<file path="src/rtl/mnps_pkg.sv">
// ----------------------------------------------------------------------------
// mnps_pkg
// shared types and constants for the mono note priority stack
// ----------------------------------------------------------------------------
package mnps_pkg;

    localparam int NOTE_W         = 7;
    localparam int LIST_DEPTH_DEF = 12;

    typedef logic [NOTE_W-1:0] t_note;

    typedef enum logic {
        OP_NOTE_OFF = 1'b0,
        OP_NOTE_ON  = 1'b1
    } t_opcode;

endpackage

</file>
<file path="src/rtl/mono_note_priority_stack.sv">
// ----------------------------------------------------------------------------
// mono_note_priority_stack
// last-note-priority held note list for a monophonic voice
// ----------------------------------------------------------------------------
// usage
//   an event (i_opcode, i_note_number) transfers at a rising edge with start
//   high and busy low. note on pushes the note to the front of the list,
//   dropping the oldest entry when the list is full; note off removes the
//   newest matching entry, or changes nothing when none matches.
//   each event gives exactly one result, shown for one cycle with o_valid:
//   gate, sounding note (0 while gate is low), retrigger and release edges,
//   and a list-changed flag. the receiver cannot stall; results are never
//   held back.
// timing
//   the list sits in one memory with a registered read. an event
//   walks the held entries once, one memory read per cycle, moving entries
//   through the write port as the read data returns. note on passes through
//   scan, drain, front and done (only front and done on an empty list);
//   note off passes through scan, drain and done (only done on an empty
//   list). o_valid is high in the first cycle with busy low. the length of
//   the walk over the memory port sets how long busy stays high.
// reset
//   i_rst_n low (synchronous) empties the list and clears the gate. the
//   memory is not cleared; only entries below the count are ever read.
// ----------------------------------------------------------------------------
module mono_note_priority_stack #(
    parameter int LIST_DEPTH = mnps_pkg::LIST_DEPTH_DEF
) (
    input  logic              i_clk,
    input  logic              i_rst_n,
    input  logic              start,
    output logic              busy,
    input  mnps_pkg::t_opcode i_opcode,
    input  mnps_pkg::t_note   i_note_number,
    output logic              o_valid,
    output logic              o_gate,
    output mnps_pkg::t_note   o_sounding_note,
    output logic              o_retrigger,
    output logic              o_release_res,
    output logic              o_list_changed
);
    import mnps_pkg::*;

    // address and count widths follow the list depth
    localparam int AW = (LIST_DEPTH > 1) ? $clog2(LIST_DEPTH) : 1;
    localparam int CW = $clog2(LIST_DEPTH + 1);

    typedef enum logic [4:0] {
        S_IDLE  = 5'b00001,
        S_SCAN  = 5'b00010,   // issue one read per cycle
        S_DRAIN = 5'b00100,   // last read data returns
        S_FRONT = 5'b01000,   // write new note at the head
        S_DONE  = 5'b10000    // update count and gate, emit result
    } t_state;

    // control state
    t_state        r_state,  n_state;
    logic [CW-1:0] r_count,  n_count;
    logic          r_gate,   n_gate;
    logic          r_rd_vld, n_rd_vld;
    logic          r_valid,  n_valid;

    // per-event working registers
    t_opcode       r_op,      n_op;
    t_note         r_note,    n_note;
    t_note         r_front,   n_front;     // cached copy of entry 0
    logic [AW-1:0] r_idx,     n_idx;       // next read address
    logic [AW-1:0] r_rd_idx,  n_rd_idx;    // address of data now returning
    logic [CW-1:0] r_left,    n_left;      // reads still to issue
    logic [CW-1:0] r_cnt_new, n_cnt_new;   // count if the list changes
    logic          r_found,   n_found;

    // result registers
    logic          r_o_gate,    n_o_gate;
    t_note         r_o_note,    n_o_note;
    logic          r_o_retrig,  n_o_retrig;
    logic          r_o_release, n_o_release;
    logic          r_o_changed, n_o_changed;

    // memory port
    logic          ram_we;
    logic [AW-1:0] ram_waddr;
    t_note         ram_wdata;
    logic          ram_re;
    t_note         ram_rdata;

    logic [CW-1:0] clip_count;
    logic          changed;

    mnps_ram #(
        .DEPTH (LIST_DEPTH),
        .AW    (AW)
    ) u_ram (
        .i_clk   (i_clk),
        .i_we    (ram_we),
        .i_waddr (ram_waddr),
        .i_wdata (ram_wdata),
        .i_re    (ram_re),
        .i_raddr (r_idx),
        .o_rdata (ram_rdata)
    );

    // a full list gives up its oldest slot before the push
    assign clip_count = (r_count >= CW'(LIST_DEPTH)) ? CW'(LIST_DEPTH - 1) : r_count;
    assign changed    = (r_op == OP_NOTE_ON) || r_found;

    always_comb begin
        n_state     = r_state;
        n_count     = r_count;
        n_gate      = r_gate;
        n_rd_vld    = 1'b0;
        n_valid     = 1'b0;
        n_op        = r_op;
        n_note      = r_note;
        n_front     = r_front;
        n_idx       = r_idx;
        n_rd_idx    = r_rd_idx;
        n_left      = r_left;
        n_cnt_new   = r_cnt_new;
        n_found     = r_found;
        n_o_gate    = r_o_gate;
        n_o_note    = r_o_note;
        n_o_retrig  = r_o_retrig;
        n_o_release = r_o_release;
        n_o_changed = r_o_changed;
        ram_we      = 1'b0;
        ram_waddr   = '0;
        ram_wdata   = ram_rdata;
        ram_re      = 1'b0;

        // returning read data: push moves each entry one place older,
        // removal moves every entry past the match one place newer
        if (r_rd_vld) begin
            if (r_op == OP_NOTE_ON) begin
                ram_we    = 1'b1;
                ram_waddr = r_rd_idx + AW'(1);
            end else if (r_found) begin
                ram_we    = 1'b1;
                ram_waddr = r_rd_idx - AW'(1);
                if (r_rd_idx == AW'(1)) begin
                    n_front = ram_rdata;
                end
            end else if (ram_rdata == r_note) begin
                n_found = 1'b1;
            end
        end

        case (r_state)
            S_IDLE: begin
                if (start) begin
                    n_op    = i_opcode;
                    n_note  = i_note_number;
                    n_found = 1'b0;
                    if (i_opcode == OP_NOTE_ON) begin
                        // walk from the oldest kept entry toward the head
                        n_left    = clip_count;
                        n_cnt_new = clip_count + CW'(1);
                        n_idx     = AW'(clip_count - CW'(1));
                        n_state   = (clip_count == '0) ? S_FRONT : S_SCAN;
                    end else begin
                        // search from the newest entry
                        n_left    = r_count;
                        n_cnt_new = r_count - CW'(1);
                        n_idx     = '0;
                        n_state   = (r_count == '0) ? S_DONE : S_SCAN;
                    end
                end
            end
            S_SCAN: begin
                ram_re   = 1'b1;
                n_rd_vld = 1'b1;
                n_rd_idx = r_idx;
                n_idx    = (r_op == OP_NOTE_ON) ? r_idx - AW'(1) : r_idx + AW'(1);
                n_left   = r_left - CW'(1);
                if (r_left == CW'(1)) begin
                    n_state = S_DRAIN;
                end
            end
            S_DRAIN: begin
                n_state = (r_op == OP_NOTE_ON) ? S_FRONT : S_DONE;
            end
            S_FRONT: begin
                ram_we    = 1'b1;
                ram_waddr = '0;
                ram_wdata = r_note;
                n_front   = r_note;
                n_state   = S_DONE;
            end
            S_DONE: begin
                if (changed) begin
                    n_count = r_cnt_new;
                    n_gate  = (r_cnt_new != '0);
                end
                n_valid     = 1'b1;
                n_o_gate    = n_gate;
                n_o_note    = n_gate ? r_front : '0;
                n_o_retrig  = changed && n_gate && !r_gate;
                n_o_release = changed && !n_gate && r_gate;
                n_o_changed = changed;
                n_state     = S_IDLE;
            end
            default: begin
                n_state = S_IDLE;
            end
        endcase
    end

    always_ff @(posedge i_clk) begin
        if (!i_rst_n) begin
            r_state  <= S_IDLE;
            r_count  <= '0;
            r_gate   <= 1'b0;
            r_rd_vld <= 1'b0;
            r_valid  <= 1'b0;
        end else begin
            r_state  <= n_state;
            r_count  <= n_count;
            r_gate   <= n_gate;
            r_rd_vld <= n_rd_vld;
            r_valid  <= n_valid;
        end
    end

    always_ff @(posedge i_clk) begin
        r_op        <= n_op;
        r_note      <= n_note;
        r_front     <= n_front;
        r_idx       <= n_idx;
        r_rd_idx    <= n_rd_idx;
        r_left      <= n_left;
        r_cnt_new   <= n_cnt_new;
        r_found     <= n_found;
        r_o_gate    <= n_o_gate;
        r_o_note    <= n_o_note;
        r_o_retrig  <= n_o_retrig;
        r_o_release <= n_o_release;
        r_o_changed <= n_o_changed;
    end

    assign busy            = (r_state != S_IDLE);
    assign o_valid         = r_valid;
    assign o_gate          = r_o_gate;
    assign o_sounding_note = r_o_note;
    assign o_retrigger     = r_o_retrig;
    assign o_release_res   = r_o_release;
    assign o_list_changed  = r_o_changed;

    // gate follows the held count
    ap_gate_count: assert property (@(posedge i_clk) disable iff (!i_rst_n)
        r_gate == (r_count != '0))
        else $error("gate does not match held count");

    // count never exceeds the list depth
    ap_count_max: assert property (@(posedge i_clk) disable iff (!i_rst_n)
        r_count <= CW'(LIST_DEPTH))
        else $error("held count above list depth");

    // an accepted event keeps the block busy next cycle
    ap_accept_busy: assert property (@(posedge i_clk) disable iff (!i_rst_n)
        start && !busy |=> busy)
        else $error("accepted event did not raise busy");

    // edges only on a changed list, and consistent with the new gate
    ap_edges: assert property (@(posedge i_clk) disable iff (!i_rst_n)
        o_valid && (o_retrigger || o_release_res) |->
            o_list_changed && (o_retrigger == o_gate) && !(o_retrigger && o_release_res))
        else $error("gate edge flags inconsistent");

    // read data only returns while the walk is in progress
    ap_read_window: assert property (@(posedge i_clk) disable iff (!i_rst_n)
        r_rd_vld |-> (r_state == S_SCAN || r_state == S_DRAIN))
        else $error("read data returned outside the walk");

endmodule

</file>
<file path="src/rtl/mnps_ram.sv">
// ----------------------------------------------------------------------------
// mnps_ram
// held note list storage, one write and one registered read port
// ----------------------------------------------------------------------------
module mnps_ram #(
    parameter int DEPTH = mnps_pkg::LIST_DEPTH_DEF,
    parameter int AW    = (DEPTH > 1) ? $clog2(DEPTH) : 1
) (
    input  logic           i_clk,
    input  logic           i_we,
    input  logic [AW-1:0]  i_waddr,
    input  mnps_pkg::t_note i_wdata,
    input  logic           i_re,
    input  logic [AW-1:0]  i_raddr,
    output mnps_pkg::t_note o_rdata
);
    import mnps_pkg::*;

    t_note r_mem [DEPTH];
    t_note r_rdata;

    always_ff @(posedge i_clk) begin
        if (i_we) begin
            r_mem[i_waddr] <= i_wdata;
        end
    end

    always_ff @(posedge i_clk) begin
        if (i_re) begin
            r_rdata <= r_mem[i_raddr];
        end
    end

    assign o_rdata = r_rdata;

endmodule
</file>
<file path="config.mk">
export PLATFORM = sky130hd
export DESIGN_NAME = mono_note_priority_stack
export DESIGN_NICKNAME = d
export VERILOG_FILES = /design/src/rtl/mnps_pkg.sv /design/src/rtl/mono_note_priority_stack.sv /design/src/rtl/mnps_ram.sv
export SDC_FILE = /design/constraint.sdc
export NUM_CORES = 1
export LEC_CHECK = 0
export BUFFER_PORTS_ARGS = -buffer_cell sky130_fd_sc_hd__buf_2
export CAP_MARGIN = 20
export CORE_MARGIN = 3
export CORE_UTILIZATION = 65
export DETAILED_ROUTE_END_ITERATION = 10
export GPL_TIMING_DRIVEN = 1
export PLACE_DENSITY = 0.88
export SLEW_MARGIN = 20
export SYNTH_ARGS = -nofsm -noshare
export SYNTH_HDL_FRONTEND = slang
export SYNTH_SLANG_ARGS = --single-unit
</file>
<file path="constraint.sdc">
create_clock -name i_clk -period 4.2 [get_ports i_clk]
set_input_delay 0.42 -clock i_clk [delete_from_list [all_inputs] [get_ports i_clk]]
set_output_delay 0.42 -clock i_clk [all_outputs]
set_load 0.01 [all_outputs]
</file>
==> results of run 1 <==
==> path summary, 6_finish.rpt <==
path | from | cells after the start | endpoint
max reg2reg | r_op | 4 | u_ram.r_mem[8][2]
min reg2reg | r_front[5] | 1 | o_sounding_note[5]
max | r_op | 4 | u_ram.r_mem[8][2]
min | i_note_number[3] | 1 | r_note[3]
==> sequential cells by signal, summed over array words and instances (netlist names), 4 cells and up <==
| register | flops |
|---|---|
| r_note | 7 |
| r_state | 5 |
| r_idx | 4 |
| u_ram.o_rdata | 7 |
| u_ram.r_mem | 84 |
| r_rd_idx | 4 |
| r_cnt_new | 4 |
| r_front | 7 |
| r_count | 4 |
| r_left | 4 |
| o_sounding_note | 7 |
==> per-stage QoR <==
stage	cell area [µm²]	power [mW]
floorplan	6225	2.213
global placement	6482	2.341
detailed placement	6482	2.367
CTS	7048	3.792
global route	7073	3.931
finish	7073	3.787
==> power by group through the flow <==
stage / clock network (mW) / registers (mW) / logic [mW]
floorplan: 0 / 1.78 / 0.437
global placement: 0 / 1.82 / 0.517
detailed placement: 0 / 1.83 / 0.535
CTS: 1.44 / 1.81 / 0.550
global route: 1.51 / 1.82 / 0.606
finish: 1.42 / 1.81 / 0.553
==> cells by family (layout without fill, tap and decap cells) <==
group,after synthesis,count (layout),share of synthesized area [%]
multiplexers,41,41,10.95
flip-flops,146,146,68.34
AND/OR/NAND/NOR,98,98,8.945
AO/OA/AOI/OAI,43,43,4.583
XOR/XNOR,18,18,2.533
buffers and inverters,31,79,2.110
adder cells (fa/ha/maj),12,12,2.533
==> synthesized netlist by cell type (2+ instances only) <==
library cell  count
a21o_1            2
clkbuf_1          7
dfxtp_1          13
nor2_1           10
edfxtp_1        133
o211ai_1          2
ha_1             11
mux4_2           21
nor2b_1           6
nor4_1            3
nand2b_1          3
a21oi_1           4
o21ai_0          16
and3b_1           2
nand3_1           8
nand3b_1          3
nor3b_1           4
and2_1           10
nor3_1           15
nand4_1           3
inv_1            15
o31ai_1           3
xor2_1            7
a32oi_1           2
xnor2_1          11
nand2_1          18
and4b_1           2
buf_2             6
a211oi_1          2
mux2_2            7
or3_1             2
a21boi_1          2
and3_1            2
a31oi_1           4
nand4b_1          2
mux2i_1          13
==> placed cells by master, fill, tap and decap left out, drive strengths merged, types with 3 or more instances in the layout <==
| cell type | count |
|---|---|
| nand2b | 3 |
| clkinv | 4 |
| ha | 11 |
| nor4 | 3 |
| dfxtp | 13 |
| clkbuf | 18 |
| nor2b | 6 |
| a31oi | 4 |
| nor3 | 15 |
| inv | 23 |
| mux2i | 13 |
| and2 | 10 |
| nor2 | 10 |
| nand4 | 3 |
| mux4 | 21 |
| nand3 | 8 |
| xor2 | 7 |
| o31ai | 3 |
| nand2 | 18 |
| a21oi | 4 |
| xnor2 | 11 |
| nand3b | 3 |
| mux2 | 7 |
| edfxtp | 133 |
| nor3b | 4 |
| buf | 31 |
| o21ai | 16 |
==> critical path: cells and delay by family (launching register included) <==
family           cells  cell delay (ns)
AO/OA/AOI/OAI        2             0.86
flip-flops           1             0.62
AND/OR/NAND/NOR      2             1.22
==> area by class of cell <==
| cell class | instances | area (µm²) |
|---|---|---|
| clock buffer | 18 | 417.9 |
| clock inverter | 14 | 147.6 |
| tap | 129 | 161.4 |
| sequential | 146 | 4254 |
| fill | 503 | 2211 |
| multi-input combinational | 212 | 1859 |
| inverter | 16 | 60.06 |
| timing repair buffer | 31 | 172.7 |
==> routing by layer <==
layer	share of wire [%]	vias to the layer above
met2	49	221
met5	0	-
met1	40	1755
li1	-	1588
met3	7.8	51
met4	3.2	0
==> impl_metrics.toml, run 1 <==
[cells_and_area]
final_cells = 566
fin_util_pct = 76.19
area_growth_pct = 13.63
nNetsFinal = 447
final_layout_size_suffix_gt1_share_pct = 22.65
diodes = 0

[global_routing]
use_met1_pct = 34.98
antenna_found_initial = 0
met2_usage_pct = 42.25
grt_pass1_wl_um = 21170
grt_use_total_pct = 26.25
grt_start_max_net_pins = 25
busiest_layer = "met2"
grt-ovfl-total = 0
met3_usage_pct = 6.456
grt_pass1_vias = 3689

[routing]
vias = 3615
drtPass1Iterations = 5
drc = 0
vias_per_cell = 6.387
routed_wl_um = 13240
drt-initial-drc-count = 422
wl_per_cell_um = 23.40
antenna_left = 0

[setup_path]
slowest_delay_ns = 0.91
arrival_ns = 3.22
critPathMaxFanout = 15
crit_path_start_kind = "flip-flop"
crit_slowest_cell = "nor3b_1"
end_kind = "flip-flop"
crit_required_ns = 4.35
critical_path_class = "reg -> reg"
crit_chain = "nand2b_1, a2bb2oi_1, o211ai_1, nor3b_1"
r2r_slack_ns = 1.12

[flow_run]
max-cap-violations = 0

[timing]
tightest_slew_ns = 1.023
period_share_pct = 73.29
fin_crit_ns = 3.078
max_freq_mhz = 324.8
final-setup-viol-count = 0
hold_viol = 0
finalSetupTns_ns = 0
finalMaxSlewViolations = 0
rsz0062_at_grt = "false"
finClkSkew_ns = 0.006541
fin_ws_ns = 1.122
max_slew_margin_pct = 31.63
whs_ns = 0.06966

[placement]
dp_hpwl_um = 7928
dp_slack_ns = 1.150
globalplace.congestion = 0.8722
port-buffer-count = 23
dpl.cell_count = 533

[synth]
syn-num-nets = 412
yosysSeqAreaShare_pct = 68.34
yosys_warnings = 0
syn_area_per_cell_um2 = 16.00
synth.area.top_cells = "edfxtp_1 (64%), mux4_2 (7.6%), dfxtp_1 (4.2%)"
ys_async_sr_fraction_pct = 0
ys_types = 51
synth_edf_count = 133
ys_ff_latch = 146
synth_cells = 389
synth_area_leader_cell = "edfxtp_1"
synthFlopType = "edfxtp_1"
synth_top_area_share_pct = 64.16
synth_area_um2 = 6225

[floorplan]
start_util_pct = 67.05
coreArea_um2 = 9284
die_w_um = 103.9
rows = 35
die_y_um = 103.9
ios = 24
die_area_um2 = 10790

[min_path]
hold_class = "in -> reg"

[clock_network]
path_clk_slew_ns = 0.07
ctsHtreeMaxLevel = 4
ctsResizeCount = 0
hold_buffers = 0
cts_tree = "built"
cts.sinks = 146
clock_latency_ns = 0.53
clk_path_buf_depth = 2
cts_root_buffer = "clkbuf_8"
cts_made_buffers = 17
postCtsSetupBuffers = 0

[power]
p_switching_mw = 1.031
p_int_mw = 2.756
power_leakage_nw = 2.485
clockPowerShare_pct = 37.6
power_frac_seq_pct = 47.8
ir_worst_vdd_v = 0.0003451
p_sw_share_pct = 27.22
combPwrFrac_pct = 14.6
power_density_nw_per_um2 = 535.4

[status]
outcome = "finished, final reports clean"
Note: power is estimated with default switching activity, not from simulation.
==> inputs of run 2 (changes only) <==
--- a/config.mk
+++ b/config.mk
@@ -8,10 +8,10 @@
 export BUFFER_PORTS_ARGS = -buffer_cell sky130_fd_sc_hd__buf_2
 export CAP_MARGIN = 20
 export CORE_MARGIN = 3
-export CORE_UTILIZATION = 65
+export CORE_UTILIZATION = 55
 export DETAILED_ROUTE_END_ITERATION = 10
 export GPL_TIMING_DRIVEN = 1
-export PLACE_DENSITY = 0.88
+export PLACE_DENSITY = 0.8
 export SLEW_MARGIN = 20
 export SYNTH_ARGS = -nofsm -noshare
 export SYNTH_HDL_FRONTEND = slang
==> constraint.sdc (replaced) <==
create_clock -name i_clk -period 2.5 [get_ports i_clk]
set_input_delay 0.25 -clock i_clk [delete_from_list [all_inputs] [get_ports i_clk]]
set_output_delay 0.25 -clock i_clk [all_outputs]
set_load 0.01 [all_outputs]
==> impl_metrics.toml, run 2 (synthesis results as in run 1) <==
[timing]
finalSetupTns_ns = 0
hold_viol = 0
final-setup-viol-count = 0
finalMaxSlewViolations = 0
max_slew_margin_pct = 47.50
max_freq_mhz = 429.0
rsz0062_at_grt = "false"
period_share_pct = 93.24
tightest_slew_ns = 0.7840
fin_crit_ns = 2.331
finClkSkew_ns = 0.008563

[routing]
vias_per_cell = 5.924
antenna_left = 0
drc = 0
routed.top_layer = "met4"
met1_length_um = 5048
dr_wl_met3_um = 816
drt-initial-drc-count = 272
routed_wl_um = 12220
route.met2.wl_um = 6045
vias = 3531
wl_per_cell_um = 20.50
drtPass1Iterations = 5

[cells_and_area]
regMostFlops = "u_ram.r_mem"
diodes = 0
layout_commonest_cell = "edfxtp_1"
fin_util_pct = 66.57
multi_input_area_um2 = 1853
final_cell_mix = "edfxtp_1 (133), buf_2 (23), buf_4 (22)"
nNetsFinal = 466
final_layout_size_suffix_gt1_share_pct = 24.12
fillers = 752
largest_reg_flops = 84
area_growth_pct = 16.94
seq_area_um2 = 4254

[clock_network]
postCtsSetupBuffers = 0
cts_tree = "built"
clk_path_buf_depth = 2
cts_made_buffers = 17
ctsHtreeMaxLevel = 4
cts_root_buffer = "clkbuf_16"
cts.sinks = 146
path_clk_slew_ns = 0.06
clock_latency_ns = 0.42

[floorplan]
rows = 38
die_area_um2 = 12630
die_w_um = 112.4
coreArea_um2 = 10940
start_util_pct = 56.92
ios = 24
die_y_um = 112.4

[placement]
dp_hpwl_um = 7958
globalplace.congestion = 0.8694
port-buffer-count = 23

[setup_path]
critPathMaxFanout = 7
reg2reg_depth = 7
arrival_ns = 2.46
r2r_slack_ns = 0.17
r2r-end = "u_ram.r_mem[9][2]"
end_kind = "flip-flop"
crit_path_start_kind = "flip-flop"
crit_required_ns = 2.63
rr_startpoint = "r_rd_idx[0]"
critical_path_class = "reg -> reg"

[power]
power_density_nw_per_um2 = 900.2
fin_total_pwr_mw = 6.553
ir_worst_vdd_v = 0.0007819
power_leakage_nw = 2.597

[global_routing]
grt_start_max_net_pins = 19
grt_pass1_vias = 3443
grt-ovfl-total = 0
grt_use_total_pct = 20.22
grt_pass1_wl_um = 18780
antenna_found_initial = 0

[status]
outcome = "finished, final reports clean"

[min_path]
hold_class = "in -> reg"
hold_start = "i_note_number[4]"
whs_path_depth = 1
hold_path_end = "r_note[4]"

[flow_run]
max-cap-violations = 0
==> run 2: changes by cell type in the layout (fill, tap and decap cells not counted), moves of 2 or more <==
| cell | delta |
|---|---|
| buf_4 | +15 |
| bufinv_16 | +2 |
| dlygate4sd3_1 | +5 |
| inv_6 | -2 |
| nor3b_1 | +2 |
| nor3b_2 | -2 |
==> run 2: how the worst max path moves through the flow <==
| stage | to | cells after the start | slack (ns) | startpoint |
|---|---|---|---|---|
| 2_1_floorplan | u_ram.r_mem[10][0] | 6 | -0.01 | r_rd_idx[0] |
| 3_3_place_gp | u_ram.r_mem[11][2] | 7 | 0.18 | r_rd_idx[0] |
| 3_5_place_dp | u_ram.r_mem[11][0] | 7 | 0.04 | r_rd_idx[0] |
| 4_1_cts | u_ram.r_mem[11][0] | 7 | 0.03 | r_rd_idx[0] |
| 5_1_grt | u_ram.r_mem[11][0] | 5 | 0.02 | r_op |
| 6_report | u_ram.r_mem[9][2] | 7 | 0.17 | r_rd_idx[0] |
==> run 2: area by class of cell <==
type                       instances  share of cell area (%)
sequential                       146                   58.44
multi-input combinational        212                   25.46
clock buffer                      18                   5.896
timing repair buffer              50                   4.538
clock inverter                    14                   2.441
tap                              140                   2.406
inverter                          16                  0.8250
==> run 2: worst max-delay path: stages (launching register included) <==
cell and delay [ns]:
edfxtp_1 0.46, inv_1 0.16, ha_1 0.24, xnor2_1 0.18
o22ai_2 0.15, or3b_4 0.43, nor3b_1 0.22, buf_4 0.20
==> run 2: stage by stage <==
stage	hold slack [ns]	setup slack (ns)	area [µm²]	std cells
finish	0.03091	0.1691	7279	596
global route	0.01944	0.01619	7279	596
CTS	0.0006645	0.02735	7256	595
detailed placement	0.4284	0.04458	6609	559
global placement	0.4273	0.1804	6609	559
floorplan	0.3489	-0.01448	6225	389
==> run 2: per-layer routing <==
layer / up-vias / GRT usage [%]
met5: - / 0
met4: 0 / 7.772
met3: 22 / 5.229
met2: 143 / 33.06
met1: 1742 / 26.31
li1: 1624 / -
==> run 2: where the power goes <==
group	internal (mW)	total (mW)	switching, mW
clock network	1.59	2.59	1.00
registers	2.86	2.98	0.123
logic	0.448	0.985	0.537
total	4.89	6.55	1.66
==> run 2: repair_timing <==
action	in CTS	in global routing
hold buffers	4	1
setup endpoints to repair	0	36
endpoints found under the hold margin	4	1
resized for setup	0	3
==> inputs of run 3 (changes only) <==
--- a/config.mk
+++ b/config.mk
@@ -8,10 +8,11 @@
 export BUFFER_PORTS_ARGS = -buffer_cell sky130_fd_sc_hd__buf_2
 export CAP_MARGIN = 20
 export CORE_MARGIN = 3
-export CORE_UTILIZATION = 55
+export CORE_UTILIZATION = 64
+export CTS_BUF_LIST = sky130_fd_sc_hd__clkbuf_8
 export DETAILED_ROUTE_END_ITERATION = 10
 export GPL_TIMING_DRIVEN = 1
-export PLACE_DENSITY = 0.8
+export PLACE_DENSITY = 0.87
 export SLEW_MARGIN = 20
 export SYNTH_ARGS = -nofsm -noshare
 export SYNTH_HDL_FRONTEND = slang
==> constraint.sdc (replaced) <==
create_clock -name i_clk -period 2.2 [get_ports i_clk]
set_input_delay 0.22 -clock i_clk [delete_from_list [all_inputs] [get_ports i_clk]]
set_output_delay 0.22 -clock i_clk [all_outputs]
set_load 0.01 [all_outputs]
==> impl_metrics.toml, run 3 (synthesis results as in run 1) <==
[setup_path]
critical_path_class = "reg -> reg"
rr_startpoint = "r_rd_idx[2]"
end_kind = "flip-flop"
reg2reg_depth = 7
r2r_slack_ns = -0.14
crit_required_ns = 2.36
crit_path_start_kind = "flip-flop"
critPathMaxFanout = 7
r2r-end = "u_ram.r_mem[10][1]"
arrival_ns = 2.50

[floorplan]
start_util_pct = 66.73
coreArea_um2 = 9328
die_y_um = 104.6
ios = 24
die_area_um2 = 10950
die_w_um = 104.6
rows = 35

[cells_and_area]
fillers = 433
final_cell_mix = "edfxtp_1 (133), buf_4 (30), buf_2 (23)"
final_layout_size_suffix_gt1_share_pct = 30.74
largest_reg_flops = 84
fin_util_pct = 79.05
diodes = 0
final_cells = 604
area_growth_pct = 18.45
layout_commonest_cell = "edfxtp_1"
nNetsFinal = 485
regMostFlops = "u_ram.r_mem"

[routing]
wl_per_cell_um = 25.78
drtPass1Iterations = 5
routed_wl_um = 15570
drc = 0
drt-initial-drc-count = 480
vias_per_cell = 6.621
antenna_left = 0
vias = 3999

[timing]
finalMaxSlewViolations = 0
finalSetupTns_ns = -4.111
max_slew_margin_pct = 55.07
finClkSkew_ns = 0.01413
fin_ws_ns = -0.1378
hold_viol = 0
rsz0062_at_grt = "true"
fin_crit_ns = 2.338
whs_ns = 0.1021
final-setup-viol-count = 77
max_freq_mhz = 427.8
period_share_pct = 106.3
tightest_slew_ns = 0.6678

[global_routing]
grt_pass1_wl_um = 21390
grt-ovfl-total = 0
grt_pass1_vias = 3730
grt_start_max_net_pins = 25
antenna_found_initial = 0
grt_use_total_pct = 26.50

[clock_network]
cts_root_buffer = "clkbuf_8"
cts_made_buffers = 17
ctsHtreeMaxLevel = 4
cts.sinks = 146
path_clk_slew_ns = 0.09
clk_path_buf_depth = 2
cts_tree = "built"
clock_latency_ns = 0.45

[min_path]
whs_path_depth = 2
hold_path_end = "r_count[0]"
hold_start = "i_rst_n"
hold_class = "in -> reg"

[flow_run]
max-cap-violations = 0

[power]
power_density_nw_per_um2 = 925.5
ir_worst_vdd_v = 0.0004993
power_leakage_nw = 2.648
fin_total_pwr_mw = 6.824

[placement]
dpl.cell_count = 551
dp_hpwl_um = 8441
globalplace.congestion = 0.9522
port-buffer-count = 23

[status]
violations = "negative setup slack"
outcome = "finished with violations"
## run 3: cell types whose count changed in the layout (fill, tap and decap cells not counted), moves of 3 or more
cell       change
buf_6          +7
clkbuf_16     -17
buf_4          +8
inv_8          +3
nor3_2         +5
nor3b_1        -3
clkbuf_8      +17
nor3_1         -6
## run 3: timing repair
item | CTS | global route
pin swaps | 1 | 11
hold buffers | 7 | 0
endpoints found under the hold margin | 7 | 0
endpoints found under the setup margin | 35 | 88
gates resized for setup | 2 | 29
buffers inserted | 2 | 12
## run 3: stage by stage
| stage | worst slack, ns | instance area (µm²) |
|---|---|---|
| CTS | -0.004742 | 7148 |
| global route | -0.2271 | 7373 |
| finish | -0.1378 | 7373 |
| global placement | 0.05902 | 6655 |
| floorplan | -0.1264 | 6250 |
| detailed placement | -0.04427 | 6655 |
## run 3: critical path: stages, from the launching register on
cell and delay, ns:
edfxtp_1 0.48, buf_4 0.19, nor4b_2 0.44, a32oi_1 0.12, o211ai_1 0.25, buf_4 0.21, nor3b_4 0.20, buf_6 0.16
## run 3: how the worst max path moves through the flow
stage	start	end	slack [ns]
after floorplan	r_rd_idx[0]	u_ram.r_mem[4][0]	-0.13
after global placement	r_rd_idx[1]	u_ram.r_mem[6][3]	0.06
after detailed placement	r_rd_idx[1]	u_ram.r_mem[11][2]	-0.04
after CTS	r_rd_idx[1]	u_ram.r_mem[7][4]	-0.005
after global routing	r_rd_idx[2]	u_ram.r_mem[10][1]	-0.23
final	r_rd_idx[2]	u_ram.r_mem[10][1]	-0.14
## run 3: cell type report
| type | count | area [µm²] | area share (%) |
|---|---|---|---|
| sequential | 146 | 4254 | 57.70 |
| multi-input combinational | 212 | 1976 | 26.79 |
| timing repair buffer | 69 | 521.8 | 7.076 |
| clock buffer | 17 | 234.0 | 3.173 |
| clock inverter | 15 | 166.4 | 2.257 |
| tap | 129 | 161.4 | 2.189 |
| inverter | 16 | 60.06 | 0.8145 |
## run 3: report_power, final
group	total [mW]	internal, mW	switching [mW]
combinational	1.32	0.572	0.747
clock	2.10	0.949	1.15
sequential	3.40	3.25	0.157
total	6.82	4.77	2.06
## run 3: per-layer routing
metal,global-route usage (%),vias to the layer above,share of wire (%)
li1,-,1662,-
met1,37.06,1992,37
met2,42.02,296,49
met3,5.621,49,9.9
met4,9.185,0,3.4
met5,0,-,0
